--- config.mk ---
export PLATFORM = sky130hd
export DESIGN_NAME = bds_back
export DESIGN_NICKNAME = d
export VERILOG_FILES = /design/src/rtl/bds_pkg.sv /design/src/rtl/bds_div.sv /design/src/rtl/bds_back.sv
export SDC_FILE = /design/constraint.sdc
export NUM_CORES = 2
export LEC_CHECK = 0
export ABC_CLOCK_PERIOD_IN_PS = 13700
export BUFFER_PORTS_ARGS = -buffer_cell sky130_fd_sc_hd__buf_2
export CAP_MARGIN = 30
export CELL_PAD_IN_SITES_DETAIL_PLACEMENT = 0
export CELL_PAD_IN_SITES_GLOBAL_PLACEMENT = 2
export CORE_UTILIZATION = 35
export DETAILED_ROUTE_END_ITERATION = 7
export PLACE_DENSITY_LB_ADDON = 0.1
export SLEW_MARGIN = 20
export SYNTH_ARGS = -nofsm -noshare
export SYNTH_HDL_FRONTEND = slang
export SYNTH_SLANG_ARGS = --single-unit
--- constraint.sdc ---
create_clock -name clk -period 13.7 [get_ports clk]
set_clock_uncertainty 0.15 [all_clocks]
set_input_delay 0.685 -clock clk [delete_from_list [all_inputs] [get_ports clk]]
set_output_delay 0.685 -clock clk [all_outputs]
set_load 0.05 [all_outputs]
--- src/rtl/bds_pkg.sv ---
// Package with the word types, segment descriptor and constants of the brush dab spacer.
package bds_pkg;

	localparam int FRAC_BITS    = 8;
	localparam int COORD_W      = 24;
	localparam int DELTA_W      = 25;
	localparam int LEN_W        = 25;
	localparam int T_W          = 26;
	localparam int SPACING_W    = 16;
	localparam int EMIT_W       = 7;
	localparam int MAX_DABS_DEF = 64;
	localparam logic [SPACING_W-1:0] SPACING_RESET = SPACING_W'(1 << FRAC_BITS);

	typedef struct packed {
		logic signed [COORD_W-1:0] point_x;
		logic signed [COORD_W-1:0] point_y;
		logic                      stroke_start;
	} point_t;

	typedef struct packed {
		logic signed [COORD_W-1:0] dab_x;
		logic signed [COORD_W-1:0] dab_y;
		logic                      last_dab;
		logic                      clipped;
	} dab_t;

	// One segment that still has dabs to place.
	typedef struct packed {
		logic signed [COORD_W-1:0] px;
		logic signed [COORD_W-1:0] py;
		logic signed [DELTA_W-1:0] dx;
		logic signed [DELTA_W-1:0] dy;
		logic [LEN_W-1:0]          len;
		logic [SPACING_W-1:0]      t0;
		logic [SPACING_W-1:0]      spacing;
		logic [EMIT_W-1:0]         emit;
		logic                      clip;
	} seg_t;

	typedef struct packed {
		logic empty;
		logic full;
	} q_stat_t;

endpackage

--- src/rtl/bds_div.sv ---
// Restoring divider, one quotient bit per cycle; the upper numerator part must be below the divisor.
module bds_div #(
	parameter int WD = 16,
	parameter int WQ = 26
) (
	input  logic           clk,
	input  logic           arst_n,
	input  logic           start,
	input  logic [WQ+WD-1:0] num,
	input  logic [WD-1:0]  den,
	output logic           done,
	output logic [WQ-1:0]  quo,
	output logic [WD-1:0]  rem
);
	localparam int CW = $clog2(WQ + 1);

	logic [WD-1:0] rem_q;
	logic [WQ-1:0] quo_q;
	logic [WD-1:0] den_q;
	logic [CW-1:0] cnt_q;
	logic          busy_q;
	logic          done_q;
	logic [WD:0]   trial;
	logic          ge;

	assign trial = {rem_q, quo_q[WQ-1]};
	assign ge    = trial >= {1'b0, den_q};

	always_ff @(posedge clk or negedge arst_n) begin
		if (!arst_n) begin
			busy_q <= 1'b0;
			done_q <= 1'b0;
			cnt_q  <= '0;
		end else begin
			done_q <= 1'b0;
			if (start) begin
				busy_q <= 1'b1;
				cnt_q  <= '0;
			end else if (busy_q) begin
				if (cnt_q == CW'(WQ - 1)) begin
					busy_q <= 1'b0;
					done_q <= 1'b1;
				end
				cnt_q <= cnt_q + 1'b1;
			end
		end
	end

	always_ff @(posedge clk) begin
		if (start) begin
			rem_q <= num[WQ+WD-1:WQ];
			quo_q <= num[WQ-1:0];
			den_q <= den;
		end else if (busy_q) begin
			rem_q <= ge ? WD'(trial - {1'b0, den_q}) : trial[WD-1:0];
			quo_q <= {quo_q[WQ-2:0], ge};
		end
	end

	assign done = done_q;
	assign quo  = quo_q;
	assign rem  = rem_q;
endmodule

--- src/rtl/bds_back.sv ---
// Back end: walks a segment and places its dabs, one word at a time.
module bds_back (
	input  logic             clk,
	input  logic             arst_n,
	input  bds_pkg::seg_t    head,
	input  bds_pkg::q_stat_t qstat,
	output logic             pop,
	output logic             out_valid,
	input  logic             out_stall,
	output bds_pkg::dab_t    out_data
);
	import bds_pkg::*;

	localparam logic [2:0] B_IDLE = 3'd0;
	localparam logic [2:0] B_MUL  = 3'd1;
	localparam logic [2:0] B_DIVS = 3'd2;
	localparam logic [2:0] B_DIVW = 3'd3;
	localparam logic [2:0] B_OUT  = 3'd4;

	logic [2:0]         st_q;
	seg_t               seg_q;
	logic [EMIT_W-1:0]  k_q;
	logic [T_W-1:0]     t_q;
	logic [50:0]        prodx_q, prody_q;
	logic               out_valid_q;
	dab_t               out_q;
	logic [24:0]        magx, magy;
	logic [50:0]        numx, numy;
	logic [25:0]        den;
	logic               dx_done, dy_done;
	logic [24:0]        qx, qy;
	logic [25:0]        rx_unused, ry_unused;
	logic               div_start, out_free, last;
	logic signed [24:0] offx, offy, posx, posy;

	assign magx = seg_q.dx[DELTA_W-1] ? 25'(-seg_q.dx) : 25'(seg_q.dx);
	assign magy = seg_q.dy[DELTA_W-1] ? 25'(-seg_q.dy) : 25'(seg_q.dy);
	assign den  = {seg_q.len, 1'b0};
	assign numx = {prodx_q[49:0], 1'b0} + 51'(seg_q.len);
	assign numy = {prody_q[49:0], 1'b0} + 51'(seg_q.len);
	assign div_start = st_q == B_DIVS;

	bds_div #(.WD(26), .WQ(25)) u_divx (
		.clk(clk), .arst_n(arst_n), .start(div_start), .num(numx), .den(den),
		.done(dx_done), .quo(qx), .rem(rx_unused)
	);
	bds_div #(.WD(26), .WQ(25)) u_divy (
		.clk(clk), .arst_n(arst_n), .start(div_start), .num(numy), .den(den),
		.done(dy_done), .quo(qy), .rem(ry_unused)
	);

	assign offx = seg_q.dx[DELTA_W-1] ? -$signed(qx) : $signed(qx);
	assign offy = seg_q.dy[DELTA_W-1] ? -$signed(qy) : $signed(qy);
	assign posx = 25'(seg_q.px) + offx;
	assign posy = 25'(seg_q.py) + offy;

	assign out_free = !out_valid_q || !out_stall;
	assign last     = (k_q + 1'b1) == seg_q.emit;
	assign pop      = (st_q == B_IDLE) && !qstat.empty;

	always_ff @(posedge clk or negedge arst_n) begin
		if (!arst_n) begin
			st_q        <= B_IDLE;
			out_valid_q <= 1'b0;
			k_q         <= '0;
		end else begin
			if (st_q == B_OUT && out_free) out_valid_q <= 1'b1;
			else if (!out_stall) out_valid_q <= 1'b0;
			unique case (st_q)
				B_IDLE: begin
					k_q <= '0;
					if (!qstat.empty) st_q <= B_MUL;
				end
				B_MUL:  st_q <= B_DIVS;
				B_DIVS: st_q <= B_DIVW;
				B_DIVW: if (dx_done && dy_done) st_q <= B_OUT;
				B_OUT: begin
					if (out_free) begin
						k_q <= k_q + 1'b1;
						st_q <= last ? B_IDLE : B_MUL;
					end
				end
				default: st_q <= B_IDLE;
			endcase
		end
	end

	always_ff @(posedge clk) begin
		if (pop) begin
			seg_q <= head;
			t_q   <= T_W'(head.t0);
		end
		if (st_q == B_MUL) begin
			prodx_q <= magx * t_q;
			prody_q <= magy * t_q;
		end
		if (st_q == B_OUT && out_free) begin
			out_q <= '{dab_x: posx[23:0], dab_y: posy[23:0], last_dab: last,
				clipped: seg_q.clip};
			t_q <= t_q + T_W'(seg_q.spacing);
		end
	end

	assign out_valid = out_valid_q;
	assign out_data  = out_q;

	a_k_in_range: assert property (@(posedge clk) disable iff (!arst_n)
		(st_q == B_MUL || st_q == B_OUT) |-> (k_q < seg_q.emit))
		else $error("dab index ran past the segment's dab count");
	a_t_in_seg: assert property (@(posedge clk) disable iff (!arst_n)
		(st_q == B_MUL) |-> (t_q <= T_W'(seg_q.len)))
		else $error("dab offset lies beyond the segment end");
	a_div_pair: assert property (@(posedge clk) disable iff (!arst_n)
		dx_done == dy_done)
		else $error("axis dividers out of step");
	a_div_done_wait: assert property (@(posedge clk) disable iff (!arst_n)
		dx_done |-> (st_q == B_DIVW))
		else $error("divider finished outside the wait state");
endmodule
==> flow_summary.json <==
{
  "area_growth_pct": 11.70,
  "die_x_um": 444.2,
  "period_minus_slack_ns": 11.11,
  "final_cell_mix": "inv_1, fa_1, nand2_1",
  "dieHeight_um": 444.2,
  "setup_viol": 0,
  "post-route-period-util_pct": 81.08,
  "status": "completed",
  "root_buffer": "clkbuf_16",
  "cpMostUsedCell": "fa_1",
  "path_clk_slew_ns": 0.06,
  "crit_fanout": 25,
  "seqCellArea_um2": 14140,
  "io_pins": 220,
  "cts.repair.resized": 0,
  "hold_viol": 0,
  "wire_per_inst_um": 21.85,
  "antenna_found_initial": 10,
  "avgViaCountPerCell": 4.993,
  "async_reset_ff_share_pct": 5.263,
  "core_region_area_um2": 193400,
  "yosysSeqAreaShare_pct": 20.66,
  "setup_tns_ns": 0,
  "portBuffers": 218,
  "cp.arrival_ns": 11.40,
  "synthDistinctLibCells": 77,
  "dieArea_um2": 197300,
  "crit_type": "register to register",
  "hp-class": "primary input to register",
  "core.rowCount": 161,
  "slew_viol_final": 0,
  "wl_met3_mm": 7.820,
  "max_freq_mhz": 90.02,
  "relSlewSlack_pct": 32.64,
  "drt_wl_total_mm": 217.7,
  "synth_fp_nets": 8975,
  "ys.flop_type": "edfxtp_1",
  "drc_errors": 0,
  "netlist_instances": 7173,
  "gr-usage-all-layers_pct": 22.42,
  "wl_met2_mm": 101.2,
  "drive_above_1_share_pct": 6.994,
  "mostFrequentLayoutCell": "inv_1",
  "clock_path_buffers": 3,
  "clkSinkCount": 475,
  "multiInputGateArea_um2": 48780,
  "fillers": 19522,
  "yosys_warnings": 0,
  "wl_met1_mm": 104.6,
  "ys_ff_latch": 475,
  "startpoint_type": "register",
  "drtAntennaViolNets": 0,
  "grt_pass1_vias": 53087,
  "place_hpwl_mm": 163.3,
  "gp_congestion": 0.8484,
  "grt_max_degree": 71,
  "firstDrtPassIters": 7,
  "num_vias": 49766,
  "highest_layer": "met4",
  "cts-hold-fix-buffers": 133,
  "start_util_pct": 35.39,
  "crit_slowest_cell": "a2111oi_0",
  "tightest_slew_ns": 1.010,
  "endpoint_kind": "register",
  "drtIter0Drc": 2711,
  "synth_edf_count": 450,
  "cp_data_required_time_ns": 13.99,
  "cts_tree": "done",
  "fin_nets": 9186,
  "post-cts-setup-buffers": 0,
  "cts_buffers": 61,
  "clock_latency_ns": 0.73,
  "crit_path_max_incr_delay_ns": 0.66,
  "drv_cap": 0,
  "grt_pass1_wl_mm": 334.8,
  "syn_avg_cell_area_um2": 9.541,
  "syn_area_um2": 68440,
  "rsz0062_at_grt": "false",
  "grt.overflow.total": 0,
  "cts-htree-levels": 2
}
-- metal layers --
metal  vias up  global-route usage, %
met5         -                      0
met4         0                  4.176
met3       163                  2.180
met2       857                  37.30
met1     25637                  31.81
li1      23109                      -
-- cells in the mapped netlist, types with 14 or more instances --
| cell type | count | area share [%] |
|---|---|---|
| nand2_1 | 1047 | 5.7 |
| or2_2 | 18 | 0.16 |
| o41ai_1 | 14 | 0.18 |
| nor2_1 | 245 | 1.3 |
| xor2_1 | 140 | 1.8 |
| o21ai_0 | 207 | 1.5 |
| nand3_1 | 80 | 0.59 |
| a21o_1 | 119 | 1.3 |
| o31ai_1 | 40 | 0.44 |
| clkbuf_1 | 303 | 1.7 |
| inv_1 | 1287 | 7.1 |
| dfrtp_1 | 25 | 0.91 |
| a21oi_1 | 231 | 1.7 |
| o21a_1 | 42 | 0.46 |
| fa_1 | 1103 | 32 |
| a211oi_1 | 64 | 0.70 |
| nand2b_1 | 50 | 0.46 |
| nand4_1 | 37 | 0.34 |
| o21bai_1 | 27 | 0.30 |
| a31oi_1 | 31 | 0.28 |
| nor3_1 | 58 | 0.42 |
| or3_1 | 26 | 0.24 |
| nor2b_1 | 158 | 1.4 |
| xnor2_1 | 247 | 3.2 |
| ha_1 | 531 | 9.7 |
| edfxtp_1 | 450 | 20 |
| and2_1 | 347 | 3.2 |
| and3_1 | 37 | 0.34 |
-- final cells by class --
class / instances / area share (%)
multi-input combinational: 5092 / 63.80
inverter: 1290 / 6.337
sequential: 475 / 18.49
clock inverter: 44 / 0.7398
clock buffer: 70 / 2.080
tap: 2526 / 4.134
timing repair buffer: 464 / 4.391
antenna: 6 / 0.01964
-- flip-flops by register name, indices dropped and copies added, names as in the netlist --
name           flops
u_divy.cnt_q       5
u_divx.cnt_q       5
u_divy.busy_q      1
t_q               26
seg_q            122
u_divy.quo        25
u_divx.done        1
prodx_q           50
k_q                7
u_divy.done        1
out_data          50
u_divx.busy_q      1
prody_q           50
u_divy.den_q      25
st_q               3
u_divx.rem        26
out_valid          1
u_divy.rem        26
u_divx.quo        25
den               25
-- metrics by stage --
stage	utilization (%)	setup WS, ns	instances	area, um^2	hold WS (ns)
after floorplan	-	4.004	7173	68440	0.2394
after global placement	37.64	2.451	9704	72790	0.2562
after CTS	39.52	2.543	9959	76420	0.0005858
after global routing	39.52	1.946	9962	76430	0.006708
after detailed placement	37.71	2.588	9712	72940	0.2602
final	39.53	2.592	9967	76450	0.05865
-- worst max-delay path: cells and delay by family, from the launching register on --
family	cells	cell delay, ns
adder cells (fa/ha/maj)	9	4.05
AND/OR/NAND/NOR	10	2.62
AO/OA/AOI/OAI	5	1.96
buffers and inverters	6	0.88
XOR/XNOR	2	0.79
flip-flops	1	0.35
-- cells by family after synthesis --
kind of cell	after synthesis	synth area share, %
AOI/OAI and AO/OA	897	8.456
xor gates and xnor gates	387	4.953
adders and majority gates	1634	41.97
buffers and inverters	1606	8.827
DFF	475	20.66
muxes	11	0.1609
and+or+nand+nor	2163	14.97
-- worst paths after layout --
check,endpoint,slack (ns),startpoint,cells past startpoint
max in group asynchronous,k_q[0],12.63,arst_n,2
min in group asynchronous,k_q[4],0.35,arst_n,2
min reg2reg,out_data[0],0.27,seg_q[0],0
max,prodx_q[43],2.59,seg_q[90],32
min,seg_q[83],0.06,head[83],1
max reg2reg,prodx_q[43],2.59,seg_q[90],32
Power is not shown: default switching activity piles up to over one toggle a cycle in this logic, so the estimate is an artifact.
