### config.mk
export PLATFORM = sky130hd
export DESIGN_NAME = bds_front
export DESIGN_NICKNAME = d
export VERILOG_FILES = /design/src/rtl/bds_pkg.sv /design/src/rtl/bds_div.sv /design/src/rtl/bds_front.sv
export SDC_FILE = /design/constraint.sdc
export NUM_CORES = 2
export LEC_CHECK = 0
export ABC_AREA = 1
export BUFFER_PORTS_ARGS = -buffer_cell sky130_fd_sc_hd__buf_2
export CAP_MARGIN = 20
export CORE_ASPECT_RATIO = 1.2
export CORE_MARGIN = 2
export CORE_UTILIZATION = 56
export DETAILED_ROUTE_END_ITERATION = 12
export GPL_TIMING_DRIVEN = 0
export PLACE_DENSITY_LB_ADDON = 0.08
export SKIP_CTS_REPAIR_TIMING = 1
export SYNTH_ARGS = -nofsm -noshare
export SYNTH_HDL_FRONTEND = slang
export SYNTH_SLANG_ARGS = --single-unit
### constraint.sdc
create_clock -name clk -period 19.03 [get_ports clk]
set_input_delay 0 -clock clk [delete_from_list [all_inputs] [get_ports clk]]
set_output_delay 0 -clock clk [all_outputs]
set_load 0.02 [all_outputs]
### src/rtl/bds_pkg.sv
// Package with the word types, segment descriptor and constants of the brush dab spacer.
package bds_pkg;

	localparam int FRAC_BITS    = 8;
	localparam int COORD_W      = 24;
	localparam int DELTA_W      = 25;
	localparam int LEN_W        = 25;
	localparam int T_W          = 26;
	localparam int SPACING_W    = 16;
	localparam int EMIT_W       = 7;
	localparam int MAX_DABS_DEF = 64;
	localparam logic [SPACING_W-1:0] SPACING_RESET = SPACING_W'(1 << FRAC_BITS);

	typedef struct packed {
		logic signed [COORD_W-1:0] point_x;
		logic signed [COORD_W-1:0] point_y;
		logic                      stroke_start;
	} point_t;

	typedef struct packed {
		logic signed [COORD_W-1:0] dab_x;
		logic signed [COORD_W-1:0] dab_y;
		logic                      last_dab;
		logic                      clipped;
	} dab_t;

	// One segment that still has dabs to place.
	typedef struct packed {
		logic signed [COORD_W-1:0] px;
		logic signed [COORD_W-1:0] py;
		logic signed [DELTA_W-1:0] dx;
		logic signed [DELTA_W-1:0] dy;
		logic [LEN_W-1:0]          len;
		logic [SPACING_W-1:0]      t0;
		logic [SPACING_W-1:0]      spacing;
		logic [EMIT_W-1:0]         emit;
		logic                      clip;
	} seg_t;

	typedef struct packed {
		logic empty;
		logic full;
	} q_stat_t;

endpackage

### src/rtl/bds_div.sv
// Restoring divider, one quotient bit per cycle; the upper numerator part must be below the divisor.
module bds_div #(
	parameter int WD = 16,
	parameter int WQ = 26
) (
	input  logic           clk,
	input  logic           arst_n,
	input  logic           start,
	input  logic [WQ+WD-1:0] num,
	input  logic [WD-1:0]  den,
	output logic           done,
	output logic [WQ-1:0]  quo,
	output logic [WD-1:0]  rem
);
	localparam int CW = $clog2(WQ + 1);

	logic [WD-1:0] rem_q;
	logic [WQ-1:0] quo_q;
	logic [WD-1:0] den_q;
	logic [CW-1:0] cnt_q;
	logic          busy_q;
	logic          done_q;
	logic [WD:0]   trial;
	logic          ge;

	assign trial = {rem_q, quo_q[WQ-1]};
	assign ge    = trial >= {1'b0, den_q};

	always_ff @(posedge clk or negedge arst_n) begin
		if (!arst_n) begin
			busy_q <= 1'b0;
			done_q <= 1'b0;
			cnt_q  <= '0;
		end else begin
			done_q <= 1'b0;
			if (start) begin
				busy_q <= 1'b1;
				cnt_q  <= '0;
			end else if (busy_q) begin
				if (cnt_q == CW'(WQ - 1)) begin
					busy_q <= 1'b0;
					done_q <= 1'b1;
				end
				cnt_q <= cnt_q + 1'b1;
			end
		end
	end

	always_ff @(posedge clk) begin
		if (start) begin
			rem_q <= num[WQ+WD-1:WQ];
			quo_q <= num[WQ-1:0];
			den_q <= den;
		end else if (busy_q) begin
			rem_q <= ge ? WD'(trial - {1'b0, den_q}) : trial[WD-1:0];
			quo_q <= {quo_q[WQ-2:0], ge};
		end
	end

	assign done = done_q;
	assign quo  = quo_q;
	assign rem  = rem_q;
endmodule

### src/rtl/bds_front.sv
// Front end: takes points, keeps the anchor and carried distance, measures segments.
module bds_front #(
	parameter int MAX_DABS = 64
) (
	input  logic            clk,
	input  logic            arst_n,
	input  logic            in_valid,
	output logic            in_stall,
	input  bds_pkg::point_t in_data,
	input  logic [15:0]     spacing,
	output logic            push,
	output bds_pkg::seg_t   seg,
	input  bds_pkg::q_stat_t qstat
);
	import bds_pkg::*;

	localparam logic [2:0] F_IDLE = 3'd0;
	localparam logic [2:0] F_SQ   = 3'd1;
	localparam logic [2:0] F_ROOT = 3'd2;
	localparam logic [2:0] F_PREP = 3'd3;
	localparam logic [2:0] F_DIV  = 3'd4;
	localparam logic [2:0] F_PUSH = 3'd5;
	localparam logic [2:0] F_RAD  = 3'd6;

	logic [2:0]                st_q;
	logic signed [COORD_W-1:0] prev_x_q, prev_y_q, seg_px_q, seg_py_q;
	logic                      have_q;
	logic [SPACING_W-1:0]      carried_q, sp_q, t0_q;
	logic signed [DELTA_W-1:0] dx_q, dy_q;
	logic [47:0]               sqx_q, sqy_q;
	logic [49:0]               rad_q;
	logic [25:0]               rrem_q;
	logic [LEN_W-1:0]          root_q;
	logic [4:0]                it_q;
	logic [EMIT_W-1:0]         emit_q;
	logic                      clip_q;
	logic                      accept;
	logic signed [DELTA_W-1:0] dx_n, dy_n;
	logic [23:0]               magx, magy;
	logic [27:0]               rem2, trial;
	logic                      ge;
	logic [SPACING_W-1:0]      sp_n, cm_n;
	logic                      div_start, div_done;
	logic [25:0]               div_quo;
	logic [15:0]               div_rem;
	logic [41:0]               div_num;

	assign accept = in_valid && !in_stall;
	assign in_stall = st_q != F_IDLE;
	assign dx_n = DELTA_W'(in_data.point_x) - DELTA_W'(prev_x_q);
	assign dy_n = DELTA_W'(in_data.point_y) - DELTA_W'(prev_y_q);
	assign magx = dx_q[DELTA_W-1] ? 24'(-dx_q) : dx_q[23:0];
	assign magy = dy_q[DELTA_W-1] ? 24'(-dy_q) : dy_q[23:0];

	assign rem2  = {rrem_q, rad_q[49:48]};
	assign trial = {1'b0, root_q, 2'b01};
	assign ge    = rem2 >= trial;

	assign sp_n = (spacing == '0) ? SPACING_W'(1) : spacing;
	assign cm_n = (carried_q > sp_n) ? sp_n : carried_q;
	assign div_start = st_q == F_PREP;
	assign div_num = {16'd0, 26'(cm_n) + 26'(root_q)};

	bds_div #(.WD(16), .WQ(26)) u_div (
		.clk(clk), .arst_n(arst_n), .start(div_start), .num(div_num),
		.den(sp_n), .done(div_done), .quo(div_quo), .rem(div_rem)
	);

	always_ff @(posedge clk or negedge arst_n) begin
		if (!arst_n) begin
			st_q      <= F_IDLE;
			prev_x_q  <= '0;
			prev_y_q  <= '0;
			have_q    <= 1'b0;
			carried_q <= '0;
			it_q      <= '0;
		end else begin
			unique case (st_q)
				F_IDLE: begin
					if (accept) begin
						prev_x_q <= in_data.point_x;
						prev_y_q <= in_data.point_y;
						have_q   <= 1'b1;
						if (!in_data.stroke_start && have_q) st_q <= F_SQ;
					end
				end
				F_SQ: st_q <= F_RAD;
				F_RAD: begin
					it_q <= '0;
					st_q <= F_ROOT;
				end
				F_ROOT: begin
					it_q <= it_q + 1'b1;
					if (it_q == 5'd24) st_q <= F_PREP;
				end
				F_PREP: begin
					// A zero-length segment leaves the carried distance alone.
					if (root_q == '0) st_q <= F_IDLE;
					else st_q <= F_DIV;
				end
				F_DIV: begin
					if (div_done) begin
						carried_q <= div_rem;
						if (div_quo == '0) st_q <= F_IDLE;
						else st_q <= F_PUSH;
					end
				end
				F_PUSH: if (!qstat.full) st_q <= F_IDLE;
				default: st_q <= F_IDLE;
			endcase
		end
	end

	always_ff @(posedge clk) begin
		if (accept) begin
			seg_px_q <= prev_x_q;
			seg_py_q <= prev_y_q;
			dx_q     <= dx_n;
			dy_q     <= dy_n;
		end
		if (st_q == F_SQ) begin
			sqx_q <= magx * magx;
			sqy_q <= magy * magy;
		end
		if (st_q == F_RAD) begin
			rad_q  <= 50'(sqx_q) + 50'(sqy_q);
			rrem_q <= '0;
			root_q <= '0;
		end
		if (st_q == F_ROOT) begin
			rad_q  <= {rad_q[47:0], 2'b00};
			rrem_q <= ge ? 26'(rem2 - trial) : rem2[25:0];
			root_q <= {root_q[LEN_W-2:0], ge};
		end
		if (st_q == F_PREP) begin
			sp_q <= sp_n;
			t0_q <= sp_n - cm_n;
		end
		if (st_q == F_DIV && div_done) begin
			clip_q <= div_quo > 26'(MAX_DABS);
			emit_q <= (div_quo > 26'(MAX_DABS)) ? EMIT_W'(MAX_DABS) : div_quo[EMIT_W-1:0];
		end
	end

	assign push = (st_q == F_PUSH) && !qstat.full;
	assign seg = '{px: seg_px_q, py: seg_py_q, dx: dx_q, dy: dy_q, len: root_q,
		t0: t0_q, spacing: sp_q, emit: emit_q, clip: clip_q};
endmodule

==> impl_summary.md <==
Critical path
The largest single stage delay on the critical path is 0.77 ns. At the worst endpoint, the required time is between 15 and 20 ns. The slowest stage cell on the critical path is xor2_2. In this run the worst path has a maximum fanout of 11.

The cell seen most often among critical-path stages is fa_1. The category of the critical setup timing path is flop to flop. The arrival time of the worst setup path is 10.40 ns. The worst setup path is captured at a flop. The element type at the critical path start is a flop.

Clock tree
The total CTS buffers is 52. CTS placed an instance of clkbuf_16 at the clock tree root. The later-pin clock latency in the skew report is roughly 0.67 ns.

The H-tree generated during clock tree synthesis spans 2 levels. The largest buffer count on any clock path is 3. The CTS sink count is between 400 and 500. The clock edge transition at the registers on the reported setup and hold paths is around 0.06 ns.

The TritonCTS clock tree is built.

Status
The run finished with clean final reports.

Global routing
Across every metal layer, demand over resource in global routing totals 34.3%. Entering global routing, the biggest net connects 77 pins. The first-pass GRT wire length is roughly 300000 um. The number of global-route vias before repair came to around 55000. The aggregate global routing overflow is 0. The initial antenna violation count was 4.

Logic synthesis
Averaged over all synthesized cells, the footprint is about 8 sq um. The proportion of synthesized chip area in sequential cells is around 21%. In the synthesized netlist the dominant register cell turns out to be edfxtp_1. Synthesis produced a netlist with a net count of 9468. Synthesis produced a netlist whose cell count is ~8000. The number of enable-type register cells in the synthesized netlist is ~360.

The number of synthesized register bits is around 460. The netlist uses 60 different library cells. The combined area of all synthesized cells is around 63000 sq um.

Of all flip-flops after synthesis, the portion carrying an async set or reset was around 18%. The count of yosys warnings during synthesis is 0.

Layout
In the layout the commonest cells are inv_1 (1920), nand2_1 (1883), fa_1 (850). In the final design database the tool counted 9831 nets. Counting the fill cells in the layout gives ~10000. The share of post-route cells with drive strength above 1 is 6.39%. The most frequent standard cell in the layout excluding fill and tap cells is inv_1.

In the final layout, the multi-input gates occupy approximately 42000 sq um. The area added between synthesis and finish is 9.10%. In the final layout, flip-flops and latches occupy approximately 13000 sq um.

Detailed routing
The number of antenna-violating nets in the routed design is 0. The routed wirelength normalized by instance count is about 20 um. The count of routing violations after the opening detailed-route iteration is roughly 3600.

For this run, design rule violations remaining after detail routing come to 0. The vias per cell is between 5 and 6. The first TritonRoute pass finished after 6 iterations.

For this block, the via count after detailed routing is 53000. The routed design has around 200000 um of wire.

Placement
The quantity of I/O buffers inserted on ports is around 230. The HPWL after detailed placement is between 150000 and 200000 um. The weighted congestion reported at the end of routability-driven placement is 1.01.

STA
The share of the clock period used by the worst path after layout is between 50% and 60%. The worst clock skew on the final layout is between 0.04 and 0.05 ns. For the pin with the worst max-slew slack, the measured transition is ~1.1 ns. Timing would allow up to ~0.099 GHz. After layout, the minimum clock period comes to 10.06 ns. The headroom to the max-slew limit is 24.9%. The count of pins over their slew limit is 0. The final setup violation count is 0. The number of failing hold endpoints at the final stage is 0.

In the final timing run, aggregate negative setup slack is 0 ns. Setup repair after global routing left no endpoint under its margin.

Hold path
The tightest min-delay check is of the input pin to flop type.

Floorplan
Once the floorplan was initialized, standard cells occupied between 50 and 60% of the core. The floorplan step defined a die boundary enclosing 116000 sq um. In this run the count of I/O pins placed on the die edge is around 240.

In this run the standard cell core region covers ~110000 sq um. After floorplanning, the core was divided into ~140 placement rows. Measured along the x axis, the die boundary spans 311 um.

In this run the vertical extent of the chip is 373 um.

Flow run
Across the run, the number of max-cap violations was 0.
[flip-flops by register name (all words and copies together), names as in the netlist, 25 cells and up]
register   count
dx_q          25
rrem_q        26
dy_q          25
u_div.quo     26
sqy_q         47
sqx_q         47
rad_q         50
root_q        25
[final timing paths]
check	endpoint	slack (ns)	cells past startpoint	start
max in group asynchronous	prev_y_q[2]	18.20	4	arst_n
hold / removal	prev_y_q[13]	0.11	5	in_valid
min in group asynchronous	u_div.cnt_q[0]	0.47	4	arst_n
hold reg to reg	seg_py_q[2]	0.40	0	prev_y_q[2]
setup reg to reg	sqy_q[41]	8.97	30	dy_q[0]
setup / recovery	sqy_q[41]	8.97	30	dy_q[0]
[cells by family (layout without fill, tap and decap cells)]
kind of cell / count (synthesis) / count (layout) / share of synthesized area [%]
simple gates: 3234 / 3234 / 21.0
compound gates: 685 / 685 / 5.85
fa+ha+maj: 1381 / 1381 / 37.3
other cells: 0 / 2 / 0
xor+xnor: 168 / 168 / 2.51
buf+inv: 2094 / 2500 / 12.7
flops: 455 / 455 / 20.6
[metrics by stage]
step                      setup slack (ns)  hold slack (ns)  util, %  area, sq um  cells
after floorplan                      11.50           -0.296        -        63400   8017
after global placement                9.23            0.229     59.0        66500   9757
after detailed placement              9.19          -0.0139     59.2        66700   9765
after CTS                             9.16           -0.725     60.8        68500   9862
after global routing                  8.67            0.132     61.4        69200   9931
final                                 8.97            0.111     61.4        69200   9932
[routing by layer]
| layer | part of all wire (%) | vias up | GRT usage (%) | wire, um |
|---|---|---|---|---|
| li1 | - | 25100 | - | - |
| met1 | 38 | 25500 | 39.9 | 74800 |
| met3 | 5.4 | 558 | 4.23 | 10700 |
| met4 | 6.9 | 6 | 20.0 | 13500 |
| met5 | 0.021 | - | 0 | 41 |
| met2 | 50 | 1819 | 60.6 | 97700 |
[cell usage after synthesis, types with 14 or more instances]
cell | instances | area share (%)
clkbuf_1 | 64 | 0.38
edfxtp_1 | 357 | 17
xnor2_1 | 58 | 0.80
nand2_2 | 14 | 0.14
fa_1 | 850 | 27
xor2_1 | 101 | 1.4
buf_2 | 48 | 0.38
nor2_1 | 773 | 4.6
nor2_2 | 23 | 0.23
dfxtp_1 | 18 | 0.57
ha_1 | 531 | 10
o21bai_1 | 36 | 0.43
nand3_1 | 303 | 2.4
o21ai_0 | 261 | 2.1
nand4_1 | 83 | 0.82
nor3_1 | 55 | 0.43
nor4_1 | 16 | 0.16
nor2_4 | 16 | 0.28
dfrtp_1 | 80 | 3.2
a21oi_1 | 304 | 2.4
nand3b_1 | 19 | 0.22
inv_2 | 27 | 0.16
or2_2 | 24 | 0.24
a21o_1 | 20 | 0.24
nand2_1 | 1883 | 11
inv_1 | 1920 | 11
[critical path: cells and delay by family (launching register included)]
kind | cells | cell delay, ns
compound gates | 3 | 0.87
xor+xnor | 1 | 0.77
fa+ha+maj | 9 | 4.22
buf+inv | 8 | 1.67
flops | 1 | 0.73
simple gates | 9 | 1.44
[final cells by class]
cell class / instances / area share, %
diodes: 2 / 0.00723
plain buffers: 140 / 1.09
clock buffers: 67 / 2.06
clock inverters: 30 / 0.586
inverters: 1954 / 10.6
multi-input cells: 5468 / 61.1
flip-flops and latches: 455 / 18.9
well taps: 1507 / 2.72
repair buffers: 309 / 2.94
Power is not shown: default switching activity piles up to over one toggle a cycle in this logic, so the estimate is an artifact.
