## src/rtl/bds_pkg.sv

```systemverilog
// Package with the word types, segment descriptor and constants of the brush dab spacer.
package bds_pkg;

	localparam int FRAC_BITS    = 8;
	localparam int COORD_W      = 24;
	localparam int DELTA_W      = 25;
	localparam int LEN_W        = 25;
	localparam int T_W          = 26;
	localparam int SPACING_W    = 16;
	localparam int EMIT_W       = 7;
	localparam int MAX_DABS_DEF = 64;
	localparam logic [SPACING_W-1:0] SPACING_RESET = SPACING_W'(1 << FRAC_BITS);

	typedef struct packed {
		logic signed [COORD_W-1:0] point_x;
		logic signed [COORD_W-1:0] point_y;
		logic                      stroke_start;
	} point_t;

	typedef struct packed {
		logic signed [COORD_W-1:0] dab_x;
		logic signed [COORD_W-1:0] dab_y;
		logic                      last_dab;
		logic                      clipped;
	} dab_t;

	// One segment that still has dabs to place.
	typedef struct packed {
		logic signed [COORD_W-1:0] px;
		logic signed [COORD_W-1:0] py;
		logic signed [DELTA_W-1:0] dx;
		logic signed [DELTA_W-1:0] dy;
		logic [LEN_W-1:0]          len;
		logic [SPACING_W-1:0]      t0;
		logic [SPACING_W-1:0]      spacing;
		logic [EMIT_W-1:0]         emit;
		logic                      clip;
	} seg_t;

	typedef struct packed {
		logic empty;
		logic full;
	} q_stat_t;

endpackage

```

## src/rtl/bds_queue.sv

```systemverilog
// Two-entry queue of segment descriptors between the front and back ends.
module bds_queue (
	input  logic             clk,
	input  logic             arst_n,
	input  logic             push,
	input  bds_pkg::seg_t    wdata,
	input  logic             pop,
	output bds_pkg::seg_t    rdata,
	output bds_pkg::q_stat_t stat
);
	import bds_pkg::*;

	seg_t       mem_q [2];
	logic       wp_q, rp_q;
	logic [1:0] cnt_q;

	always_ff @(posedge clk or negedge arst_n) begin
		if (!arst_n) begin
			wp_q  <= 1'b0;
			rp_q  <= 1'b0;
			cnt_q <= '0;
		end else begin
			if (push) wp_q <= !wp_q;
			if (pop) rp_q <= !rp_q;
			cnt_q <= cnt_q + 2'(push) - 2'(pop);
		end
	end

	always_ff @(posedge clk) begin
		if (push) mem_q[wp_q] <= wdata;
	end

	assign rdata = mem_q[rp_q];
	assign stat  = '{empty: cnt_q == 2'd0, full: cnt_q == 2'd2};
endmodule

```

## config.mk

```make
export PLATFORM = sky130hd
export DESIGN_NAME = bds_queue
export DESIGN_NICKNAME = d
export VERILOG_FILES = /design/src/rtl/bds_pkg.sv /design/src/rtl/bds_queue.sv
export SDC_FILE = /design/constraint.sdc
export NUM_CORES = 1
export LEC_CHECK = 0
export ABC_AREA = 1
export ABC_CLOCK_PERIOD_IN_PS = 9400
export BUFFER_PORTS_ARGS = -buffer_cell sky130_fd_sc_hd__buf_2
export CAP_MARGIN = 30
export CORE_AREA = 2 2 157 159
export DETAILED_ROUTE_END_ITERATION = 7
export DIE_AREA = 0 0 159 161
export HOLD_SLACK_MARGIN = 0.08
export PLACE_DENSITY = 0.77
export RECOVER_POWER = 100
export SYNTH_ARGS = -nofsm -noshare
export SYNTH_HDL_FRONTEND = slang
export SYNTH_SLANG_ARGS = --single-unit
```

## constraint.sdc

```tcl
create_clock -name clk -period 9.4 [get_ports clk]
set_clock_uncertainty 0.1 [all_clocks]
set_input_delay 0.94 -clock clk [delete_from_list [all_inputs] [get_ports clk]]
set_output_delay 0.94 -clock clk [all_outputs]
set_load 0.05 [all_outputs]
```

==> impl_table.tex, run 1 <==
\begin{tabular}{lr}
\hline
Metric & Value \\
\hline
\multicolumn{2}{l}{\textbf{Status}} \\
Failing checks & capacitance limit, slew limit \\
Run status & finished, violations left \\
\multicolumn{2}{l}{\textbf{Yosys}} \\
Proportion of synthesized chip area in sequential cells & 80.6\% \\
Gate count of the mapped netlist & 876 \\
Post-Synthesis Net Count & 1045 \\
EDFF count, synth & 326 \\
Post-synth cell types & 14 \\
Number of register bits inferred by synthesis & 330 \\
Most used DFF post-synth & edfxtp\_1 \\
Commonest cells post-synth & edfxtp\_1, inv\_1, nand2\_1, o21ai\_0, o21ai\_1 \\
Leading post-synthesis cells by cell area & edfxtp\_1, inv\_1, nand2\_1 \\
Dominant cell type by area after synthesis & edfxtp\_1 \\
Ys Warns & 0 \\
Synth async-reset ratio & 1.21\% \\
Synth Cell Area & 12300 sq um \\
Proportion of netlist area held by the largest area contributor & 79.8\% \\
Most numerous cell in the Yosys netlist & edfxtp\_1 \\
Synthesized area per cell & 14.0 sq um \\
\multicolumn{2}{l}{\textbf{Layout}} \\
Synth-to-Final Area Change & 22.3\% \\
Fraction of layout instances using a drive strength above 1 & 12.1\% \\
Fillers & 1915 \\
Layout Nets & 1385 \\
\multicolumn{2}{l}{\textbf{Critical path}} \\
Max stage delay cell, worst path & clkinvlp\_2 \\
R2R setup slack & 3.72 ns \\
Reg-to-reg critical path endpoint & mem\_q[1][100] \\
Cell breakdown of the critical path & clkbuf\_1 -> nand2\_1 -> clkinvlp\_2 -> clkbuf\_1 -> buf\_16 \\
Kind of critical path & in -> reg \\
Number of cells on the worst reg-to-reg path & 4 \\
Crit-path max FO & 88 \\
Required time reported for the critical path endpoint & 9.51 ns \\
Beginning of the worst register-to-register path & wp\_q \\
Worst setup EP type & flop \\
Top cell by count, worst path & clkbuf\_1 \\
Critical path arrival & 5.99 ns \\
Kind of cell adding the most delay to the critical path & buffers and inverters \\
Max stage delay on crit path & 2.90 ns \\
Kind of launch point of the worst setup path & input pin \\
Buffering stage count on the worst path with inverters included & 4 \\
\multicolumn{2}{l}{\textbf{Placed design}} \\
Routability congestion estimate & 0.775 \\
\# port buffers & 331 \\
Worst setup slack after placement & 5.80 ns \\
Post-detail-place hpwl & 16.0 mm \\
\multicolumn{2}{l}{\textbf{Clock tree}} \\
TritonCTS clock tree & built \\
Total of cells resized after clock tree synthesis & 0 \\
Clock-pin slew reported for the worst setup and hold paths after clock tree synthesis & 0.06 ns \\
TritonCTS sink count & 330 \\
Hold buffers post-CTS & 0 \\
TritonCTS Buffers & 34 \\
Clock insertion delay at the later pin of the skew report & 0.49 ns \\
Setup bufs post-CTS & 0 \\
Library cell used as clock root buffer & clkbuf\_16 \\
CTS HTree Levels & 2 \\
CTS Buffer Depth & 3 \\
\multicolumn{2}{l}{\textbf{STA}} \\
Headroom to the max-slew limit & -165\% \\
Total negative slack & 0 ns \\
Final critical-path share of the clock period & 62.6\% \\
Number of hold violations in the final report & 0 \\
Pin slew with the least headroom to its limit & 3.98 ns \\
Highest clock frequency the design can meet & 0.170 GHz \\
Setup WS post-layout & 3.52 ns \\
Unrepaired setup endpoints after global routing & false \\
Number of setup violations in the final report & 0 \\
Max-slew violation total from the final report & 336 \\
Minimum period implied by the final worst setup slack & 5.88 ns \\
Worst hold slack & 0.176 ns \\
\multicolumn{2}{l}{\textbf{Power and ir drop}} \\
Worst vdd ir & 0.000244 V \\
Power density cells & 380 nW/um\^{}2 \\
Leakage power total & 5.86 nW \\
\multicolumn{2}{l}{\textbf{Die}} \\
Row count & 57 \\
DIE HEIGHT & 161 um \\
Die span in x & 159 um \\
Starting density of the core & 51.2\% \\
Overall die area & 25600 sq um \\
Number of top-level pins & 332 \\
Placeable core region & 24000 sq um \\
\multicolumn{2}{l}{\textbf{Detailed routing}} \\
Wirelength, routed & 24.3 mm \\
Via density per instance & 4.85 \\
DRC viols & 0 \\
Initial drt markers & 604 \\
Total number of vias & 7604 \\
DR WL/cell & 15.5 um \\
Detailed Routing Iterations Pass 1 & 5 \\
Number of routed nets with antenna violations & 0 \\
\multicolumn{2}{l}{\textbf{Global route}} \\
Overall global routing resource usage & 18.7\% \\
Via count of the first global-routing pass & 7609 \\
Global-route wire length before repair & 37.7 mm \\
Initial antenna violation count & 1 \\
Total overflow reported by the global router & 0 \\
Largest net degree at the start of global routing & 121 \\
\multicolumn{2}{l}{\textbf{Run}} \\
Maxcap violations & 5 \\
\multicolumn{2}{l}{\textbf{Min path}} \\
Path category of the worst min-delay check & in -> async \\
\hline
\end{tabular}
-- state kept, by name (all words and copies together) (netlist names) --
signal and count:
cnt_q 2, mem_q 326, rp_q 1, wp_q 1
-- metal layers --
layer	GRT usage (%)	wire length, um	vias to the layer above
met2	32.3	12200	307
met4	9.05	1040	0
met1	21.3	9070	3570
met3	5.70	2040	81
met5	0	0	-
li1	-	-	3646
-- power by group --
| group | switching (mW) | internal [mW] |
|---|---|---|
| clock | 0.521 | 0.770 |
| combinational | 1.97 | 0.349 |
| sequential | 0.111 | 1.98 |
-- layout make-up --
class                           count  area [sq um]  area share (%)
Inverter                          170           639            4.26
Timing Repair Buffer              340          1470            9.79
Clock inverter                     18           140           0.934
Antenna cell                        2          5.00          0.0334
Sequential cell                   330          9890            65.9
Multi-Input combinational cell    340          1510            10.1
Tap cell                          324           405            2.70
Clock buffer                       43           948            6.32
-- worst reg2reg max path, stage by stage (launching register included) --
cell	delay, ns
dfrtp_1	0.40
nand2_1	0.09
clkinvlp_2	2.91
clkbuf_1	1.40
buf_16	0.48
-- cell usage in the layout, fill, tap and decap left out, types with 2 or more instances in the layout --
cell	Yosys	final
clkinv_1	0	6
dfrtp_1	4	4
ha_1	2	2
clkinvlp_4	0	3
o21ai_0	113	113
xor2_1	2	2
edfxtp_1	326	326
bufinv_16	0	2
inv_1	170	169
nor2_1	3	3
buf_2	13	97
clkbuf_16	0	37
clkinv_2	0	7
clkbuf_1	11	246
buf_16	0	3
nand2_1	169	169
o21ai_1	50	50
diode_2	0	2
-- cells by family (layout without fill, tap and decap cells) --
| group | after synthesis | count (layout) | synth area share, % |
|---|---|---|---|
| flip-flops | 330 | 330 | 80.6 |
| buffers and inverters | 206 | 571 | 7.14 |
| AND/OR/NAND/NOR | 173 | 173 | 5.30 |
| AO/OA/AOI/OAI | 163 | 163 | 6.65 |
| adder cells (fa/ha/maj) | 2 | 2 | 0.204 |
| XOR/XNOR | 2 | 2 | 0.143 |
| other | 0 | 2 | 0 |
-- through the flow --
stage / std cells / util, % / instance area, sq um / power, mW
after floorplan: 876 / - / 12300 / 4.01
after global placement: 1500 / 59.1 / 14200 / 4.45
after detailed placement: 1502 / 59.3 / 14200 / 4.50
after CTS: 1563 / 63.8 / 15300 / 5.80
after global routing: 1566 / 62.6 / 15000 / 5.96
final: 1567 / 62.6 / 15000 / 5.70
-- worst max-delay path by stage --
stage               from            end  cells past startpoint
global route        push   mem_q[1][80]                      5
CTS                 rp_q      rdata[59]                      3
floorplan           push    mem_q[0][0]                      2
detailed placement  rp_q      rdata[59]                      3
global placement    rp_q      rdata[59]                      3
finish              push  mem_q[1][100]                      5
(Power assumes the default switching activity.)
==> run 2: changes to the inputs <==
--- a/config.mk
+++ b/config.mk
@@ -6,14 +6,14 @@
 export NUM_CORES = 1
 export LEC_CHECK = 0
 export ABC_AREA = 1
-export ABC_CLOCK_PERIOD_IN_PS = 9400
+export ABC_CLOCK_PERIOD_IN_PS = 5400
 export BUFFER_PORTS_ARGS = -buffer_cell sky130_fd_sc_hd__buf_2
 export CAP_MARGIN = 30
-export CORE_AREA = 2 2 157 159
+export CORE_AREA = 2 2 165 167
 export DETAILED_ROUTE_END_ITERATION = 7
-export DIE_AREA = 0 0 159 161
+export DIE_AREA = 0 0 167 169
 export HOLD_SLACK_MARGIN = 0.08
-export PLACE_DENSITY = 0.77
+export PLACE_DENSITY = 0.74
 export RECOVER_POWER = 100
 export SYNTH_ARGS = -nofsm -noshare
 export SYNTH_HDL_FRONTEND = slang
==> constraint.sdc (replaced) <==
create_clock -name clk -period 5.4 [get_ports clk]
set_clock_uncertainty 0.1 [all_clocks]
set_input_delay 0.54 -clock clk [delete_from_list [all_inputs] [get_ports clk]]
set_output_delay 0.54 -clock clk [all_outputs]
set_load 0.05 [all_outputs]
==> run 2 against run 1 <==
Against the previous run:
- the flow still finishes with violations (capacitance limit, slew limit)
- count of clock-buffer cells in the layout is 1 lower
- sequential cell count stayed put
- hold slack worse by 0.043 ns
- register-to-register slack worse by 2.3 ns
- critical path type is now reg -> out
==> impl_table.tex, run 2 (synthesized netlist as in run 1, its figures left out) <==
\begin{tabular}{lr}
\hline
Metric & Value \\
\hline
\multicolumn{2}{l}{\textbf{Status}} \\
Run status & finished, violations left \\
Failing checks & capacitance limit, slew limit \\
\multicolumn{2}{l}{\textbf{Detailed routing}} \\
DRC viols & 0 (unchanged) \\
Via density per instance & 4.73 (-2.6\%) \\
Total number of vias & 7473 (-1.7\%) \\
Initial drt markers & 557 (-7.8\%) \\
DR WL/cell & 15.3 um (-1.5\%) \\
Wirelength, routed & 24.2 mm (-0.61\%) \\
Number of routed nets with antenna violations & 0 (unchanged) \\
Detailed Routing Iterations Pass 1 & 4 (-1) \\
\multicolumn{2}{l}{\textbf{Critical path}} \\
R2R setup slack & 1.43 ns (-2.29 ns) \\
Worst setup EP type & primary output \\
Kind of launch point of the worst setup path & flop \\
Crit-path max FO & 164 (+86\%) \\
Beginning of the worst register-to-register path & wp\_q \\
Reg-to-reg critical path endpoint & mem\_q[0][99] \\
Capturing instance or port of the critical path & rdata[111] \\
Launch point of the critical path & rp\_q \\
Number of cells on the worst reg-to-reg path & 2 (-2) \\
Required time reported for the critical path endpoint & 4.76 ns (-4.75 ns) \\
Critical path arrival & 3.45 ns (-2.54 ns) \\
Kind of critical path & reg -> out \\
\multicolumn{2}{l}{\textbf{Layout}} \\
Max reg flops & 326 (unchanged) \\
Register with the highest flop count & mem\_q \\
Leading cell type in the layout, fill and taps excluded & edfxtp\_1 \\
Synth-to-Final Area Change & 23.0\% \\
Finished Core Util & 57.0\% (-5.6 points) \\
Fraction of layout instances using a drive strength above 1 & 17.9\% (+5.8 points) \\
Fillers & 2189 (+14\%) \\
Largest registers & mem\_q x326, cnt\_q x2 \\
Layout Nets & 1382 (-0.22\%) \\
Commonest non-fill, non-tap cells in the layout & edfxtp\_1, inv\_1, nand2\_1 \\
\multicolumn{2}{l}{\textbf{Power and ir drop}} \\
Power density cells & 660 nW/um\^{}2 (+74\%) \\
Leakage power total & 6.08 nW (+3.7\%) \\
Worst vdd ir & 0.000445 V (+82\%) \\
\multicolumn{2}{l}{\textbf{Clock tree}} \\
CTS HTree Levels & 2 (unchanged) \\
TritonCTS sink count & 330 (unchanged) \\
CTS Buffer Depth & 3 (unchanged) \\
Clock-pin slew reported for the worst setup and hold paths after clock tree synthesis & 0.06 ns (about the same) \\
Library cell used as clock root buffer & clkbuf\_16 \\
Setup bufs post-CTS & 0 (unchanged) \\
Total of cells resized after clock tree synthesis & 0 (unchanged) \\
Clock insertion delay at the later pin of the skew report & 0.49 ns (about the same) \\
TritonCTS Buffers & 34 (unchanged) \\
TritonCTS clock tree & built \\
\multicolumn{2}{l}{\textbf{Min path}} \\
Path category of the worst min-delay check & in -> reg \\
\multicolumn{2}{l}{\textbf{STA}} \\
Unrepaired setup endpoints after global routing & false \\
Highest clock frequency the design can meet & 0.245 GHz \\
Number of hold violations in the final report & 0 (unchanged) \\
Minimum period implied by the final worst setup slack & 4.09 ns \\
Pin slew with the least headroom to its limit & 3.85 ns (-0.131 ns) \\
Worst hold slack & 0.132 ns (-0.0434 ns) \\
Final critical-path share of the clock period & 75.7\% \\
Max-slew violation total from the final report & 411 (+22\%) \\
Total negative slack & 0 ns (unchanged) \\
Headroom to the max-slew limit & -157\% (+8.7 points) \\
Number of setup violations in the final report & 0 (unchanged) \\
\multicolumn{2}{l}{\textbf{Die}} \\
Row count & 60 (+5.3\%) \\
Number of top-level pins & 332 (unchanged) \\
Starting density of the core & 46.3\% (-4.9 points) \\
Die span in x & 167 um (+5.0\%) \\
Overall die area & 28200 sq um (+10\%) \\
Placeable core region & 26500 sq um (+11\%) \\
DIE HEIGHT & 169 um (+5.0\%) \\
\multicolumn{2}{l}{\textbf{Run}} \\
Maxcap violations & 3 (-2) \\
\multicolumn{2}{l}{\textbf{Global route}} \\
Overall global routing resource usage & 16.6\% (-2.0 points) \\
Via count of the first global-routing pass & 7577 (-0.42\%) \\
Initial antenna violation count & 5 (+4) \\
Largest net degree at the start of global routing & 165 (+36\%) \\
Total overflow reported by the global router & 0 (unchanged) \\
Global-route wire length before repair & 37.2 mm (-1.4\%) \\
\multicolumn{2}{l}{\textbf{Placed design}} \\
\# port buffers & 331 (unchanged) \\
Routability congestion estimate & 0.780 (+0.64\%) \\
Post-detail-place hpwl & 15.6 mm (-2.6\%) \\
\hline
\end{tabular}
[run 2: changes by cell type in the layout (fill, tap and decap cells not counted), moves of 2 or more]
cell and delta:
buf_2 +71, clkinv_1 +2, clkbuf_1 -78, clkinvlp_4 -2
clkinv_2 -2, buf_16 -3
[run 2: per-layer routing]
layer / global-route usage [%] / part of all wire, % / vias to the layer above
li1: - / - / 3633
met1: 19.6 / 38 / 3491
met2: 28.3 / 50 / 276
met3: 5.10 / 7.9 / 69
met4: 7.20 / 3.8 / 4
met5: 0 / 0.087 / -
[run 2: what timing repair did]
action                                  in CTS  in global routing
hold buffers                                 1                  0
endpoints found under the hold margin        4                  0
endpoints found under the setup margin       0                  0
[run 2: where the power goes]
part           switching, mW  internal [mW]  leakage [nW]
clock network          0.895           1.40         0.547
logic                   3.40          0.653          2.43
registers              0.177           3.45          3.11
[run 2: critical path, cell delays in order, from the launching register on]
cell and delay [ns]:
dfrtp_4 0.83, clkbuf_4 1.30, nand2_1 0.09, o21ai_1 0.13, clkbuf_1 0.49
[run 2: layout make-up]
| class | instances | area, sq um | area share [%] |
|---|---|---|---|
| Timing Repair Buffer | 337 | 1510 | 9.97 |
| Inverter | 170 | 638 | 4.23 |
| Clock buffer | 42 | 955 | 6.32 |
| Tap cell | 341 | 427 | 2.82 |
| Clock inverter | 18 | 161 | 1.07 |
| Multi-Input combinational cell | 340 | 1520 | 10.0 |
| Antenna cell | 3 | 7.51 | 0.0497 |
| Sequential cell | 330 | 9890 | 65.5 |
[run 2: worst min path at each step]
stage	from	endpoint	slack [ns]	cells after the start
2_1_floorplan	arst_n	cnt_q[0]	0.14	0
3_3_place_gp	arst_n	cnt_q[0]	0.25	1
3_5_place_dp	arst_n	cnt_q[1]	0.25	1
4_1_cts	wdata[0]	mem_q[1][0]	0.11	1
5_1_grt	wdata[157]	mem_q[0][157]	0.11	1
6_report	wdata[158]	mem_q[1][158]	0.13	1
[run 2: through the flow]
step / std cells / cell area, sq um / setup slack, ns / power [mW]
2_1_floorplan: 876 / 12300 / 0.0589 / 6.94
3_3_place_gp: 1517 / 14200 / 2.77 / 7.77
3_5_place_dp: 1517 / 14200 / 2.77 / 7.82
4_1_cts: 1578 / 15300 / 2.17 / 10.1
5_1_grt: 1580 / 15100 / 0.995 / 10.4
6_report: 1581 / 15100 / 1.31 / 9.97
==> run 3: changes to the inputs <==
--- a/config.mk
+++ b/config.mk
@@ -6,14 +6,14 @@
 export NUM_CORES = 1
 export LEC_CHECK = 0
 export ABC_AREA = 1
-export ABC_CLOCK_PERIOD_IN_PS = 5400
+export ABC_CLOCK_PERIOD_IN_PS = 3810
 export BUFFER_PORTS_ARGS = -buffer_cell sky130_fd_sc_hd__buf_2
 export CAP_MARGIN = 30
-export CORE_AREA = 2 2 165 167
+export CORE_AREA = 2 2 157 159
 export DETAILED_ROUTE_END_ITERATION = 7
-export DIE_AREA = 0 0 167 169
+export DIE_AREA = 0 0 159 161
 export HOLD_SLACK_MARGIN = 0.08
-export PLACE_DENSITY = 0.74
+export PLACE_DENSITY = 0.77
 export RECOVER_POWER = 100
 export SYNTH_ARGS = -nofsm -noshare
 export SYNTH_HDL_FRONTEND = slang
==> constraint.sdc (replaced) <==
create_clock -name clk -period 3.81 [get_ports clk]
set_clock_uncertainty 0.1 [all_clocks]
set_input_delay 0.381 -clock clk [delete_from_list [all_inputs] [get_ports clk]]
set_output_delay 0.381 -clock clk [all_outputs]
set_load 0.05 [all_outputs]
==> run 3 against run 2 <==
Against the previous run:
- the run still ends with capacitance limit, slew limit left
- first-iteration DRC count is 11% higher
- non-clock buffer count is 169 higher
- total power up 43%
- critical endpoint is now rdata[47]
- clock power grew 37%
- core utilization is 12 points higher
- design area is 9.8% higher
- global-route usage rose by 5.5 points
- count of clock-buffer cells in the layout unchanged
- largest power group unchanged
==> impl_table.tex, run 3 (synthesized netlist as in run 1, its figures left out) <==
\begin{tabular}{lr}
\hline
Metric & Value \\
\hline
\multicolumn{2}{l}{\textbf{Power and ir drop}} \\
Pwr Total & 14.2 mW (+43\%) \\
Worst vdd ir & 0.000671 V (+51\%) \\
Power density cells & 857 nW/um\^{}2 (+30\%) \\
Leakage power total & 6.48 nW (+6.6\%) \\
\multicolumn{2}{l}{\textbf{STA}} \\
Number of setup violations in the final report & 0 (unchanged) \\
Final critical-path share of the clock period & 86.9\% \\
Number of hold violations in the final report & 0 (unchanged) \\
Pin slew with the least headroom to its limit & 2.01 ns (-1.84 ns) \\
Headroom to the max-slew limit & -33.8\% (+120 points) \\
Setup WS post-layout & 0.498 ns (-0.813 ns) \\
Minimum period implied by the final worst setup slack & 3.31 ns \\
Total negative slack & 0 ns (unchanged) \\
Max-slew violation total from the final report & 278 (-32\%) \\
Highest clock frequency the design can meet & 0.302 GHz \\
Worst hold slack & 0.158 ns (+0.0252 ns) \\
Unrepaired setup endpoints after global routing & false \\
\multicolumn{2}{l}{\textbf{Layout}} \\
Leading cell type in the layout, fill and taps excluded & edfxtp\_1 \\
Finished Core Util & 69.2\% (+12 points) \\
Synth-to-Final Area Change & 35.1\% \\
Commonest non-fill, non-tap cells in the layout & edfxtp\_1, clkbuf\_1, inv\_1, nand2\_1, dlygate4sd3\_1 \\
Register with the highest flop count & mem\_q \\
Largest registers & mem\_q x326, cnt\_q x2 \\
Fraction of layout instances using a drive strength above 1 & 9.04\% (-8.8 points) \\
Layout Nets & 1552 (+12\%) \\
Non-filler cells in the finished layout & 1731 (+9.5\%) \\
Post-route cell area & 16600 sq um (+9.8\%) \\
Max reg flops & 326 (unchanged) \\
\multicolumn{2}{l}{\textbf{Die}} \\
Starting density of the core & 51.2\% (+4.9 points) \\
Die span in x & 159 um (-4.8\%) \\
Row count & 57 (-5.0\%) \\
DIE HEIGHT & 161 um (-4.7\%) \\
Overall die area & 25600 sq um (-9.3\%) \\
Number of top-level pins & 332 (unchanged) \\
Placeable core region & 24000 sq um (-9.6\%) \\
\multicolumn{2}{l}{\textbf{Critical path}} \\
Kind of critical path & reg -> out \\
Worst setup EP type & primary output \\
Buffering stage count on the worst path with inverters included & 2 (unchanged) \\
Max stage delay on crit path & 0.95 ns (-0.35 ns) \\
Kind of launch point of the worst setup path & flop \\
Kind of cell adding the most delay to the critical path & buffers and inverters \\
Max stage delay cell, worst path & dfrtp\_4 \\
Critical path arrival & 2.83 ns (-0.62 ns) \\
Crit-path max FO & 77 (-53\%) \\
Required time reported for the critical path endpoint & 3.33 ns (-1.43 ns) \\
Cell breakdown of the critical path & clkbuf\_2 -> nand2\_1 -> o21ai\_1 -> clkbuf\_1 \\
\multicolumn{2}{l}{\textbf{Clock tree}} \\
Library cell used as clock root buffer & clkbuf\_16 \\
Clock-pin slew reported for the worst setup and hold paths after clock tree synthesis & 0.06 ns (about the same) \\
CTS HTree Levels & 2 (unchanged) \\
TritonCTS Buffers & 35 (+2.9\%) \\
CTS Buffer Depth & 3 (unchanged) \\
Clock insertion delay at the later pin of the skew report & 0.50 ns (about the same) \\
TritonCTS clock tree & built \\
TritonCTS sink count & 330 (unchanged) \\
Setup bufs post-CTS & 0 (unchanged) \\
\multicolumn{2}{l}{\textbf{Placed design}} \\
Placed cells & 1504 (-0.86\%) \\
Post-detail-place hpwl & 16.0 mm (+2.5\%) \\
Area of placed instances & 14200 sq um (+0.14\%) \\
Routability congestion estimate & 0.790 (+1.2\%) \\
Worst setup slack after placement & 1.44 ns (-1.33 ns) \\
\# port buffers & 331 (unchanged) \\
\multicolumn{2}{l}{\textbf{Global route}} \\
Initial antenna violation count & 2 (-3) \\
Largest net degree at the start of global routing & 136 (-18\%) \\
Total overflow reported by the global router & 0 (unchanged) \\
Overall global routing resource usage & 22.1\% (+5.5 points) \\
Via count of the first global-routing pass & 8802 (+16\%) \\
Global-route wire length before repair & 44.4 mm (+19\%) \\
\multicolumn{2}{l}{\textbf{Detailed routing}} \\
Detailed Routing Iterations Pass 1 & 6 (+2) \\
Number of routed nets with antenna violations & 0 (unchanged) \\
Via density per instance & 4.87 (+3.0\%) \\
Total number of vias & 8430 (+13\%) \\
Initial drt markers & 618 (+11\%) \\
DRC viols & 0 (unchanged) \\
Wirelength, routed & 29.0 mm (+20\%) \\
DR WL/cell & 16.7 um (+9.6\%) \\
\multicolumn{2}{l}{\textbf{Run}} \\
Maxcap violations & 3 (unchanged) \\
\multicolumn{2}{l}{\textbf{Min path}} \\
Path category of the worst min-delay check & in -> async \\
\multicolumn{2}{l}{\textbf{Status}} \\
Failing checks & capacitance limit, slew limit \\
Run status & finished, violations left \\
\hline
\end{tabular}
[run 3: cell count changes in the layout (fill, tap and decap cells not counted), moves of 2 or more]
cell / before / now
dlygate4sd3_1: 1 / 166
clkinv_1: 8 / 6
clkbuf_2: 0 / 6
clkinv_2: 5 / 8
clkbuf_1: 168 / 267
buf_2: 168 / 66
bufinv_16: 3 / 1
[run 3: power by group]
part / total, mW / internal, mW / switching, mW
clock network: 3.13 / 1.83 / 1.30
logic: 5.94 / 0.950 / 4.99
registers: 5.15 / 4.85 / 0.292
total: 14.2 / 7.64 / 6.58
[run 3: layout make-up]
cell class | count | area (sq um)
Clock inverter | 17 | 113
Tap cell | 324 | 405
Antenna cell | 2 | 5.00
Fill cell | 1726 | 7380
Sequential cell | 330 | 9890
Clock buffer | 42 | 945
Multi-Input combinational cell | 340 | 1510
Inverter | 170 | 639
Timing Repair Buffer | 506 | 3070
[run 3: timing repair]
action / 4_1_cts / 5_1_grt
hold endpoints to repair: 333 / 0
gates resized for setup: 0 / 0
hold buffers: 166 / 0
setup endpoints to repair: 0 / 0
[run 3: worst paths after layout]
kind	from	slack, ns	cells after the start	to
worst max register to register	wp_q	0.81	3	mem_q[1][126]
min in group clk	wp_q	0.39	1	wp_q
worst min register to register	wp_q	0.39	1	wp_q
max in group asynchronous	arst_n	3.22	2	rp_q
worst max-delay path	rp_q	0.50	4	rdata[47]
worst min-delay path	arst_n	0.16	2	rp_q
[run 3: routing by layer]
metal  GRT usage, %  share of wire (%)  vias to the layer above  wire, um
li1               -                  -                     3983         -
met1           23.7                 35                     3974     10100
met2           40.4                 53                      385     15400
met3           6.42                8.1                       88      2360
met4           10.2                3.9                        0      1130
met5              0                  0                        -         0
[run 3: worst reg2reg max path, delay by kind of cell (launching register included)]
kind,cells,cell delay [ns]
buf+inv,2,1.80
simple gates,1,0.07
flops,1,0.38
